<file path="config.mk">
export PLATFORM = sky130hd
export DESIGN_NAME = masked_byte_pattern_search_core
export DESIGN_NICKNAME = d
export VERILOG_FILES = /design/src/design/mbps_pkg.sv /design/src/design/masked_byte_pattern_search_core.sv
export SDC_FILE = /design/constraint.sdc
export NUM_CORES = 2
export LEC_CHECK = 0
export ABC_AREA = 1
export BUFFER_PORTS_ARGS = -buffer_cell sky130_fd_sc_hd__buf_2
export CORE_ASPECT_RATIO = 1.75
export CORE_MARGIN = 8
export CORE_UTILIZATION = 50
export DETAILED_ROUTE_END_ITERATION = 10
export PLACE_DENSITY = 0.64
export SYNTH_ARGS = -nofsm -noshare
export SYNTH_HDL_FRONTEND = slang
export SYNTH_SLANG_ARGS = --single-unit
</file>
<file path="constraint.sdc">
create_clock -name i_clk -period 13.3 [get_ports i_clk]
set_clock_uncertainty 0.2 [all_clocks]
set_input_delay 0.665 -clock i_clk [delete_from_list [all_inputs] [get_ports i_clk]]
set_output_delay 0.665 -clock i_clk [all_outputs]
set_load 0.02 [all_outputs]
</file>
<file path="src/design/mbps_pkg.sv">
// shared types and constants of the masked byte pattern search core
// no dependencies; used by masked_byte_pattern_search_core, mbps_match_checker and the testbench top
package mbps_pkg;

    // default sizing of the core
    localparam int MAX_PATTERN_DEF = 16;
    localparam int OFFSET_BITS_DEF = 48;

    // pattern register file holds 16 bytes whatever MAX_PATTERN is
    localparam int PATTERN_REG_BYTES = 16;

    // field widths
    localparam int ADDR_W    = 64;
    localparam int REGION_W  = 48;
    localparam int WILD_W    = 16;
    localparam int LEN_W     = 5;
    localparam int CFG_IDX_W = 3;
    localparam int CFG_DAT_W = 64;

    // configuration register indexes
    localparam logic [CFG_IDX_W-1:0] REG_PATTERN_LOW    = 3'd0;
    localparam logic [CFG_IDX_W-1:0] REG_PATTERN_HIGH   = 3'd1;
    localparam logic [CFG_IDX_W-1:0] REG_WILDCARD_BITS  = 3'd2;
    localparam logic [CFG_IDX_W-1:0] REG_PATTERN_LENGTH = 3'd3;
    localparam logic [CFG_IDX_W-1:0] REG_BASE_ADDRESS   = 3'd4;
    localparam logic [CFG_IDX_W-1:0] REG_REGION_SIZE    = 3'd5;

    // one result item
    typedef struct packed {
        logic [ADDR_W-1:0] match_address;
        logic              is_match;
        logic              scan_done;
        logic              any_found;
    } t_result;

endpackage

</file>
<file path="src/design/masked_byte_pattern_search_core.sv">
// masked byte pattern search core: streams bytes, reports masked pattern matches
// depends on mbps_pkg (types, register indexes, default sizing)
//
//  channel   direction  handshake                    payload
//  --------  ---------  ---------------------------  ------------------------------------
//  s_axis    in         s_axis_tvalid/s_axis_tready  tdata data_byte, tlast last_byte
//  m_axis    out        m_axis_tvalid/m_axis_tready  tdata match_address, tlast scan_done,
//                                                    tuser {any_found, is_match}
//  cfg       in         i_cfg_valid/o_cfg_ready      i_cfg_index, i_cfg_data
//
// one byte per cycle sustained while the queue has room for two results; a byte is compared
// against the aligned pattern while held in the input register, and its results land in a
// 4-deep queue whose head drives m_axis
// a byte whose results include both a match and the end marker pushes both in the same cycle;
// the queue drains them one per cycle while m_axis_tready is high
// reset (synchronous, active low) clears all control registers, the byte count and the queue
// input stalls only when the queue has fewer than two free slots; m_axis stalls never
// lose or repeat a result
// configuration is taken in any cycle and applies to bytes accepted from the next cycle on
module masked_byte_pattern_search_core #(
    parameter int MAX_PATTERN = mbps_pkg::MAX_PATTERN_DEF,
    parameter int OFFSET_BITS = mbps_pkg::OFFSET_BITS_DEF
) (
    input  logic                                 i_clk,
    input  logic                                 i_rst_n,
    // byte stream
    input  logic                                 s_axis_tvalid,
    output logic                                 s_axis_tready,
    input  logic [7:0]                           s_axis_tdata,   // [7:0] data_byte
    input  logic                                 s_axis_tlast,   // last_byte
    // result stream
    output logic                                 m_axis_tvalid,
    input  logic                                 m_axis_tready,
    output logic [mbps_pkg::ADDR_W-1:0]          m_axis_tdata,   // [63:0] match_address
    output logic                                 m_axis_tlast,   // scan_done
    output logic [1:0]                           m_axis_tuser,   // [0] is_match, [1] any_found
    // configuration writes
    input  logic                                 i_cfg_valid,
    output logic                                 o_cfg_ready,
    input  logic [mbps_pkg::CFG_IDX_W-1:0]       i_cfg_index,
    input  logic [mbps_pkg::CFG_DAT_W-1:0]       i_cfg_data
);

    // usable pattern length is bounded by both the register file and MAX_PATTERN
    localparam int USE_LEN = (MAX_PATTERN < mbps_pkg::PATTERN_REG_BYTES) ?
                             MAX_PATTERN : mbps_pkg::PATTERN_REG_BYTES;
    // previous bytes kept for the compare
    localparam int WIN     = (USE_LEN > 1) ? USE_LEN - 1 : 1;
    // width of the region limit compare
    localparam int LIM_W   = ((OFFSET_BITS > mbps_pkg::REGION_W) ?
                              OFFSET_BITS : mbps_pkg::REGION_W) + 1;
    localparam int QDEPTH  = 4;
    localparam int QPTR_W  = 2;
    localparam int QCNT_W  = 3;

    localparam logic [OFFSET_BITS-1:0] CNT_MAX = {OFFSET_BITS{1'b1}};

    // ---------------------------------------------------------------
    // configuration registers
    // ---------------------------------------------------------------
    logic [63:0]                    r_pattern_low;
    logic [63:0]                    r_pattern_high;
    logic [mbps_pkg::WILD_W-1:0]    r_wildcard_bits;
    logic [mbps_pkg::LEN_W-1:0]     r_pattern_length;
    logic [mbps_pkg::ADDR_W-1:0]    r_base_address;
    logic [mbps_pkg::REGION_W-1:0]  r_region_size;

    assign o_cfg_ready = 1'b1;

    always_ff @(posedge i_clk) begin
        if (!i_rst_n) begin
            r_pattern_low    <= '0;
            r_pattern_high   <= '0;
            r_wildcard_bits  <= '0;
            r_pattern_length <= '0;
            r_base_address   <= '0;
            r_region_size    <= '0;
        end else if (i_cfg_valid && o_cfg_ready) begin
            unique case (i_cfg_index)
                mbps_pkg::REG_PATTERN_LOW:    r_pattern_low    <= i_cfg_data;
                mbps_pkg::REG_PATTERN_HIGH:   r_pattern_high   <= i_cfg_data;
                mbps_pkg::REG_WILDCARD_BITS:  r_wildcard_bits  <= i_cfg_data[mbps_pkg::WILD_W-1:0];
                mbps_pkg::REG_PATTERN_LENGTH: r_pattern_length <= i_cfg_data[mbps_pkg::LEN_W-1:0];
                mbps_pkg::REG_BASE_ADDRESS:   r_base_address   <= i_cfg_data;
                mbps_pkg::REG_REGION_SIZE:    r_region_size    <= i_cfg_data[mbps_pkg::REGION_W-1:0];
                default: begin
                    // writes beyond the register list are dropped
                end
            endcase
        end
    end

    // ---------------------------------------------------------------
    // derived settings, registered so the per-byte path stays short
    // ---------------------------------------------------------------
    logic [mbps_pkg::LEN_W-1:0]     len_used;
    logic [127:0]                   pattern_all;
    logic [7:0]                     n_apat  [USE_LEN];
    logic                           n_amask [USE_LEN];
    logic [7:0]                     r_apat  [USE_LEN];   // pattern byte compared at age a
    logic                           r_amask [USE_LEN];   // age a must compare equal
    logic                           r_len_nz;
    logic [mbps_pkg::LEN_W-1:0]     r_len_m1;
    logic [LIM_W-1:0]               r_limit;             // region_size + len - 1
    logic [mbps_pkg::ADDR_W-1:0]    r_addr_base;         // base_address - (len - 1)

    assign pattern_all = {r_pattern_high, r_pattern_low};

    always_comb begin
        len_used = r_pattern_length;
        if (len_used > mbps_pkg::LEN_W'(USE_LEN)) begin
            len_used = mbps_pkg::LEN_W'(USE_LEN);
        end
    end

    // pattern byte j lines up with the stream byte of age len-1-j
    always_comb begin
        logic [3:0] j;
        j = '0;
        for (int a = 0; a < USE_LEN; a++) begin
            if (mbps_pkg::LEN_W'(a) < len_used) begin
                j           = 4'(len_used - mbps_pkg::LEN_W'(1) - mbps_pkg::LEN_W'(a));
                n_apat[a]   = pattern_all[j*8 +: 8];
                n_amask[a]  = !r_wildcard_bits[j];
            end else begin
                n_apat[a]   = '0;
                n_amask[a]  = 1'b0;
            end
        end
    end

    always_ff @(posedge i_clk) begin
        if (!i_rst_n) begin
            r_len_nz    <= 1'b0;
            r_len_m1    <= '0;
            r_limit     <= '0;
            r_addr_base <= '0;
            for (int a = 0; a < USE_LEN; a++) begin
                r_apat[a]  <= '0;
                r_amask[a] <= 1'b0;
            end
        end else begin
            r_len_nz    <= (len_used != '0);
            r_len_m1    <= len_used - mbps_pkg::LEN_W'(1);
            r_limit     <= LIM_W'(r_region_size) + LIM_W'(len_used) - LIM_W'(1);
            r_addr_base <= r_base_address - mbps_pkg::ADDR_W'(len_used)
                           + mbps_pkg::ADDR_W'(1);
            for (int a = 0; a < USE_LEN; a++) begin
                r_apat[a]  <= n_apat[a];
                r_amask[a] <= n_amask[a];
            end
        end
    end

    // ---------------------------------------------------------------
    // input register
    // ---------------------------------------------------------------
    logic       r_in_valid;
    logic [7:0] r_byte;
    logic       r_last;
    logic       proc_fire;
    logic       in_fire;

    assign s_axis_tready = !r_in_valid || proc_fire;
    assign in_fire       = s_axis_tvalid && s_axis_tready;

    always_ff @(posedge i_clk) begin
        if (!i_rst_n) begin
            r_in_valid <= 1'b0;
        end else if (s_axis_tready) begin
            r_in_valid <= s_axis_tvalid;
        end
    end

    always_ff @(posedge i_clk) begin
        if (in_fire) begin
            r_byte <= s_axis_tdata;
            r_last <= s_axis_tlast;
        end
    end

    // ---------------------------------------------------------------
    // compare stage: byte window, run count, match decision
    // ---------------------------------------------------------------
    logic [7:0]             r_win [WIN];     // r_win[0] is the byte before r_byte
    logic [OFFSET_BITS-1:0] r_seen;
    logic [OFFSET_BITS-1:0] n_seen;
    logic                   r_found;
    logic                   n_found;
    logic [7:0]             aged [USE_LEN];
    logic                   bytes_ok;
    logic                   hit;
    logic [mbps_pkg::ADDR_W-1:0] hit_addr;

    always_comb begin
        aged[0] = r_byte;
        for (int a = 1; a < USE_LEN; a++) begin
            aged[a] = r_win[a-1];
        end
    end

    always_comb begin
        bytes_ok = 1'b1;
        for (int a = 0; a < USE_LEN; a++) begin
            if (r_amask[a] && (aged[a] != r_apat[a])) begin
                bytes_ok = 1'b0;
            end
        end
    end

    // nonzero length, window complete, start offset inside the region, count not saturated, unmasked bytes equal
    assign hit = r_len_nz
              && (r_seen != CNT_MAX)
              && (r_seen >= OFFSET_BITS'(r_len_m1))
              && (LIM_W'(r_seen) < r_limit)
              && bytes_ok;

    assign hit_addr = r_addr_base + mbps_pkg::ADDR_W'(r_seen);

    always_comb begin
        n_seen  = (r_seen != CNT_MAX) ? r_seen + OFFSET_BITS'(1) : r_seen;
        n_found = r_found || hit;
        if (r_last) begin
            // end of run clears the stream state
            n_seen  = '0;
            n_found = 1'b0;
        end
    end

    always_ff @(posedge i_clk) begin
        if (!i_rst_n) begin
            r_seen  <= '0;
            r_found <= 1'b0;
        end else if (proc_fire) begin
            r_seen  <= n_seen;
            r_found <= n_found;
        end
    end

    always_ff @(posedge i_clk) begin
        if (proc_fire) begin
            r_win[0] <= r_byte;
            for (int k = 1; k < WIN; k++) begin
                r_win[k] <= r_win[k-1];
            end
        end
    end

    // ---------------------------------------------------------------
    // result queue: up to two pushes per byte, at most one pop per cycle
    // ---------------------------------------------------------------
    mbps_pkg::t_result      r_q [QDEPTH];
    logic [QPTR_W-1:0]      r_wr_ptr;
    logic [QPTR_W-1:0]      r_rd_ptr;
    logic [QCNT_W-1:0]      r_count;
    logic [QCNT_W-1:0]      push_n;
    logic                   pop;
    logic [QPTR_W-1:0]      done_ptr;
    mbps_pkg::t_result      match_res;
    mbps_pkg::t_result      done_res;
    mbps_pkg::t_result      head;

    // room for the worst case of two results
    assign proc_fire = r_in_valid && (r_count <= QCNT_W'(QDEPTH - 2));

    assign push_n   = proc_fire ? (QCNT_W'(hit) + QCNT_W'(r_last)) : '0;
    assign pop      = m_axis_tvalid && m_axis_tready;
    assign done_ptr = r_wr_ptr + QPTR_W'(hit);

    always_comb begin
        match_res.match_address = hit_addr;
        match_res.is_match      = 1'b1;
        match_res.scan_done     = 1'b0;
        match_res.any_found     = 1'b0;
        done_res.match_address  = '0;
        done_res.is_match       = 1'b0;
        done_res.scan_done      = 1'b1;
        done_res.any_found      = r_found || hit;
    end

    always_ff @(posedge i_clk) begin
        if (proc_fire) begin
            if (hit) begin
                r_q[r_wr_ptr] <= match_res;
            end
            if (r_last) begin
                r_q[done_ptr] <= done_res;
            end
        end
    end

    always_ff @(posedge i_clk) begin
        if (!i_rst_n) begin
            r_wr_ptr <= '0;
            r_rd_ptr <= '0;
            r_count  <= '0;
        end else begin
            r_wr_ptr <= r_wr_ptr + QPTR_W'(push_n);
            r_rd_ptr <= r_rd_ptr + QPTR_W'(pop);
            r_count  <= r_count + push_n - QCNT_W'(pop);
        end
    end

    assign head          = r_q[r_rd_ptr];
    assign m_axis_tvalid = (r_count != '0);
    assign m_axis_tdata  = head.match_address;
    assign m_axis_tlast  = head.scan_done;
    assign m_axis_tuser  = {head.any_found, head.is_match};

    // ---------------------------------------------------------------
    // checks
    // ---------------------------------------------------------------
    a_queue_bound: assert property (@(posedge i_clk) disable iff (!i_rst_n)
        r_count <= QCNT_W'(QDEPTH))
        else $error("result queue overfilled");

    a_queue_ptrs: assert property (@(posedge i_clk) disable iff (!i_rst_n)
        (r_count != QCNT_W'(QDEPTH)) |-> ((r_wr_ptr - r_rd_ptr) == r_count[QPTR_W-1:0]))
        else $error("queue pointers disagree with fill count");

    a_marker_zero: assert property (@(posedge i_clk) disable iff (!i_rst_n)
        (m_axis_tvalid && m_axis_tlast) |-> (m_axis_tdata == '0 && !m_axis_tuser[0]))
        else $error("end marker carries match data");

    a_match_not_done: assert property (@(posedge i_clk) disable iff (!i_rst_n)
        (m_axis_tvalid && m_axis_tuser[0]) |-> !m_axis_tuser[1])
        else $error("match result flags any_found");

    a_run_clear: assert property (@(posedge i_clk) disable iff (!i_rst_n)
        (proc_fire && r_last) |=> (r_seen == '0 && !r_found))
        else $error("run state not cleared after last byte");

endmodule

</file>
**Word level (Yosys, flattened, before mapping)**

Memory sizes are Yosys's and may differ from the RTL's. A register that Yosys moved wholly into a read port is not among the register bits.
Cells that the tools add are included.
Widths: inputs -> output; s select.

- RAM bits: 532
- Memories kept: 4
- Register bits after elaboration: 446
- Word-level logic and storage cells: 337

Memories:

| memory | depth | bits a word | rd ports | clocked after Yosys merged registers in | write ports | RTL line | text |
|---|---|---|---|---|---|---|---|
| r_q | 4 | 67 | 1 | 1 | 2 | masked_byte_pattern_search_core.sv:252 | `mbps_pkg::t_result r_q [QDEPTH];` |
| r_apat | 16 | 8 | 16 | 0 | 16 | masked_byte_pattern_search_core.sv:100 | `logic [7:0] r_apat [USE_LEN];` |
| r_win | 15 | 8 | 15 | 0 | 15 | masked_byte_pattern_search_core.sv:185 | `logic [7:0] r_win [WIN];` |
| r_amask | 16 | 1 | 16 | 0 | 16 | masked_byte_pattern_search_core.sv:101 | `logic r_amask [USE_LEN];` |

- Add/subtract/negate cells: 28
- Reduce and logical (&&, ||, !) cells: 53
- Shifts and indexed selects: 16
- Bitwise logic cells: 32
- Magnitude comparators: 36
- Equal/unequal tests: 22
- Multiplexer cells: 128

Operators with widths:

| operator | count |
|---|---|
| $shiftx 128x8->8 | 16 |
| $mux 8 | 32 |
| $ne 8x8->1 | 16 |
| $mux 48 | 2 |
| $lt 4x5->1 const B | 16 |
| $mux 1 | 75 |
| $add 64x1->64 const B | 1 |
| $add 64x48->64 | 1 |
| $bmux 1 s4 | 16 |
| $sub 64x5->64 | 1 |
| $add 48x5->49 | 1 |
| $lt 48x49->1 | 1 |
| $sub 49x1->49 const B | 1 |
| $add 48x1->48 const B | 1 |
| $ge 48x5->1 | 1 |
| $ne 48x48->1 const B | 1 |
| $lt 4x5->1 const A | 8 |
| $or 1x1->1 | 32 |
| $sub 4x4->4 const B | 8 |
| $logic_and 1x1->1 | 23 |
| $lt 3x5->1 const A | 4 |
| $logic_not 1->1 | 17 |
| $sub 4x3->4 const B | 4 |
| $reduce_and 2->1 | 7 |
| 22 further kinds | 30 |

**Logic depth before layout (Yosys ltp)**

An unclocked memory read counts as a cell.

- Depth in word-level cells: 24
- Mapped depth: 27
- Depth with buffers taken out: 25

**Worst setup path before layout**

Ideal clock, no wire load.

- Path type: register to register
- Start point: register r_count[1]
- End point: memory r_q[1][0] (netlist bit) (enable)
- Data arrival time: 3944 ps
- Clock period less this slack: 4437 ps
- Buffers on the path: 2
- Stages on the path, launching flop included: 10
- Data required time: 12807 ps
- Setup slack: 8863 ps
- Path through: dfxtp_1 a21oi_1 inv_1 nor2_4 nand2_1 nor3_2 inv_1 clkbuf_1 clkbuf_1 nand2_1

RTL lines:

| element | RTL line | text |
|---|---|---|
| start: declaration | masked_byte_pattern_search_core.sv:255 | `logic [QCNT_W-1:0] r_count;` |
| start signal: assignment | masked_byte_pattern_search_core.sv:300 | `r_count <= r_count + push_n - QCNT_W'(pop);` |
| end: declaration | masked_byte_pattern_search_core.sv:252 |  |

==> impl_metrics.csv <==
group,metric,value,unit
drt,dr.first_iter.drc_count,5504,
status,violations,"capacitance limit",
synth,syn_area,55100,sq um
synth,synthCells,7973,
status,outcome,"finished, violations left",
pwr,p_seq_frac,0.395,
layout,areaGrowthSynthToFinish,9.05,%
worst_setup_path,critPathMaxStageDelay,760,ps
pwr,power.density,144,nW/um^2
drt,wire_per_inst,25.9,microns
clock_network,cts_root_buf,"clkbuf_16",
pwr,power_switching,3.22,mW
clock_network,htreeDepth,3,
floorplan,rows,161,
timing,hold_viol,0,
clock_network,clk_transition_reported_paths,70,ps
layout,final_cell_area,60000,sq um
synth,synthAdderAreaFrac,0.0553,
synth,yosys_warnings,0,
placed_design,place.gp.congestion,1.13,
pwr,p_comb_frac,0.274,
timing,layout_setup_ws,7870,ps
synth,synthSimpleGateAreaFrac,0.250,
synth,synth_xor_area_frac,0.0282,
grt,grt_max_degree,233,
synth,synth_area_leader_cell,"dfxtp_1",
synth,syn_avg_cell_area,6.91,sq um
drt,wirelength,246000,microns
worst_setup_path,critical_path_class,"flop to flop",
clock_network,cts_setup_buffers,0,
synth,syn_nets,8295,
pwr,ir_worst_vdd,0.150,mV
layout,instances_no_fill,9492,
drt,drc_errors,0,
pwr,clkPwrFrac,0.332,
placed_design,pre_cts_ws,8010,ps
timing,setup_viol,0,
timing,tns,0,ps
timing,fin_crit,5430,ps
worst_setup_path,cp_data_arrival_time,5780,ps
timing,worst_pin_slew,1470,ps
layout,nNetsFinal,8256,
grt,grt_pass1_vias,53167,
timing,period_share,0.408,
timing,whs,38.6,ps
synth,synth_edf_count,133,
grt,overflow,0,
clock_network,cts.hold.buffers_added,14,
grt,track_usage,0.395,
placed_design,numPortBuffers,149,
drt,dr.pass1.iters,9,
synth,synth-async-reset-ratio,0,
placed_design,dpl_cell_area,56600,sq um
timing,max_freq,184,MHz
worst_setup_path,crit_chain,"nor2_4 > inv_4 > ha_1 > inv_2 > buf_4 > buf_4 > ha_1 > clkinv_1 > nand2_1 > o21ai_0 > a211oi_1",
layout,layout_commonest_cell,"nand2_1",
layout,fillers,11123,
synth,synth_top_area_frac,0.307,
synth,synth_compound_area_frac,0.195,
pwr,p_int,5.44,mW
floorplan,fp.coreArea,110000,sq um
layout,finish.utilization,0.548,
synth,synth_ff_type,"dfxtp_1",
clock_network,clk_latency,750,ps
clock_network,cts.sinks,978,
drt,vias,55484,
clock_network,postCtsResizedCells,0,
timing,rsz0062_at_grt,"no",
placed_design,dpl.hpwl,189000,microns
synth,synth_area_leaders,"dfxtp_1, nand2_1, o21ai_0",
clock_network,cts_buffer_depth,3,
drt,vias_per_cell,5.85,
placed_design,placed_cells,9286,
synth,netlist-cell-type-count,66,
synth,muxShareOfSynthArea,0.00200,
floorplan,die_y,455,microns
floorplan,start_util,0.502,
grt,grt_antenna_before_repair,16,
worst_setup_path,start_kind,"flop",
floorplan,ios,151,
synth,synth_top_family_by_area,"simple AND/OR/NAND/NOR gates",
drt,ant_nets,0,
floorplan,die_w,267,microns
timing,slew_viol_final,0,
synth,ys_seq_elements,978,
clock_network,numCtsBuffers,92,
synth,seq_area_frac_synth,0.380,
worst_setup_path,endpoint_kind,"flop",
pwr,p_leak,27.7,nW
layout,drive_gt1_frac,0.0575,
flow_run,cap_violations,1,
worst_setup_path,slowest_stage,"ha_1",
floorplan,die_area,121000,sq um
worst_setup_path,worstPathRequired,13650,ps
pwr,switching_share,0.372,
timing,slew_headroom,0.0151,
clock_network,cts_tree,"done",
worst_setup_path,critPathMaxFanout,40,
grt,grt_pass1_wl,352000,microns
hold_path,hp-class,"input port to flop",
pwr,total_power,8.65,mW
layout,most-common-layout-cells,"nand2_1, o21ai_0, nor2_1",
==> synthesized netlist by cell type, drive strengths merged, types with 29 or more instances <==
master  number
xor2        50
xnor2      120
clkbuf     262
a21oi      645
a31oi       29
buf        105
nand3      405
nand4      167
o21ai     1105
nor3        65
edfxtp     133
o22ai       66
dfxtp      845
inv        872
a211oi      50
ha         237
nand2     1658
nor4        29
nor2       934
==> flip-flops by register name, indices dropped and copies added (netlist names), 49 cells and up <==
signal          cells
r_addr_base        64
r_apat            128
r_base_address     64
r_limit            49
r_pattern_high     64
r_pattern_low      64
r_q               268
r_win             120
==> final timing paths <==
kind	start	end	slack [ps]	cells past startpoint
max reg2reg	r_pattern_length[4]	r_apat[0][18]	7870	11
max	r_pattern_length[4]	r_apat[0][18]	7870	11
min	i_cfg_data[61]	r_pattern_low[61]	40	3
min reg2reg	r_q[2][1]	r_q[2][1]	250	2
==> per-layer routing <==
| metal | vias to the layer above | share of wire | GRT usage |
|---|---|---|---|
| li1 | 26364 | - | - |
| met1 | 25740 | 0.31 | 0.349 |
| met2 | 2403 | 0.49 | 0.700 |
| met3 | 971 | 0.059 | 0.0821 |
| met4 | 6 | 0.14 | 0.439 |
| met5 | - | 0.00022 | 0 |
==> logic make-up after synthesis <==
group           after synthesis
buf+inv                    1246
flops                       978
mux                          11
xor+xnor                    170
simple gates               3301
fa+ha+maj                   241
other cells                   1
compound gates             2025
==> critical path: cells and delay by family (launching register included) <==
| family | cells | cell delay, ps |
|---|---|---|
| AOI/OAI and AO/OA | 2 | 950 |
| adders and majority gates | 2 | 1090 |
| buffers and inverters | 5 | 2050 |
| DFF | 1 | 670 |
| and+or+nand+nor | 2 | 260 |
==> layout make-up <==
class / instances / area (sq um) / area share
Multi-Input combinational cell: 5749 / 29200 / 0.487
Antenna cell: 13 / 32.5 / 0.000542
Inverter: 879 / 3310 / 0.0552
Clock buffer: 128 / 2700 / 0.0450
Clock inverter: 44 / 531 / 0.00883
Sequential cell: 978 / 20900 / 0.348
Tap cell: 1467 / 1840 / 0.0306
Timing Repair Buffer: 234 / 1480 / 0.0246
==> power groups by stage <==
stage	Sequential [mW]	Clock (mW)	Combinational, mW
4_1_cts	3.40	2.89	2.31
5_1_grt	3.42	3.01	2.56
3_3_place_gp	3.47	0	2.29
6_report	3.42	2.87	2.37
2_1_floorplan	3.34	0	1.50
3_5_place_dp	3.47	0	2.30
Note: power is estimated with default switching activity, not from simulation.
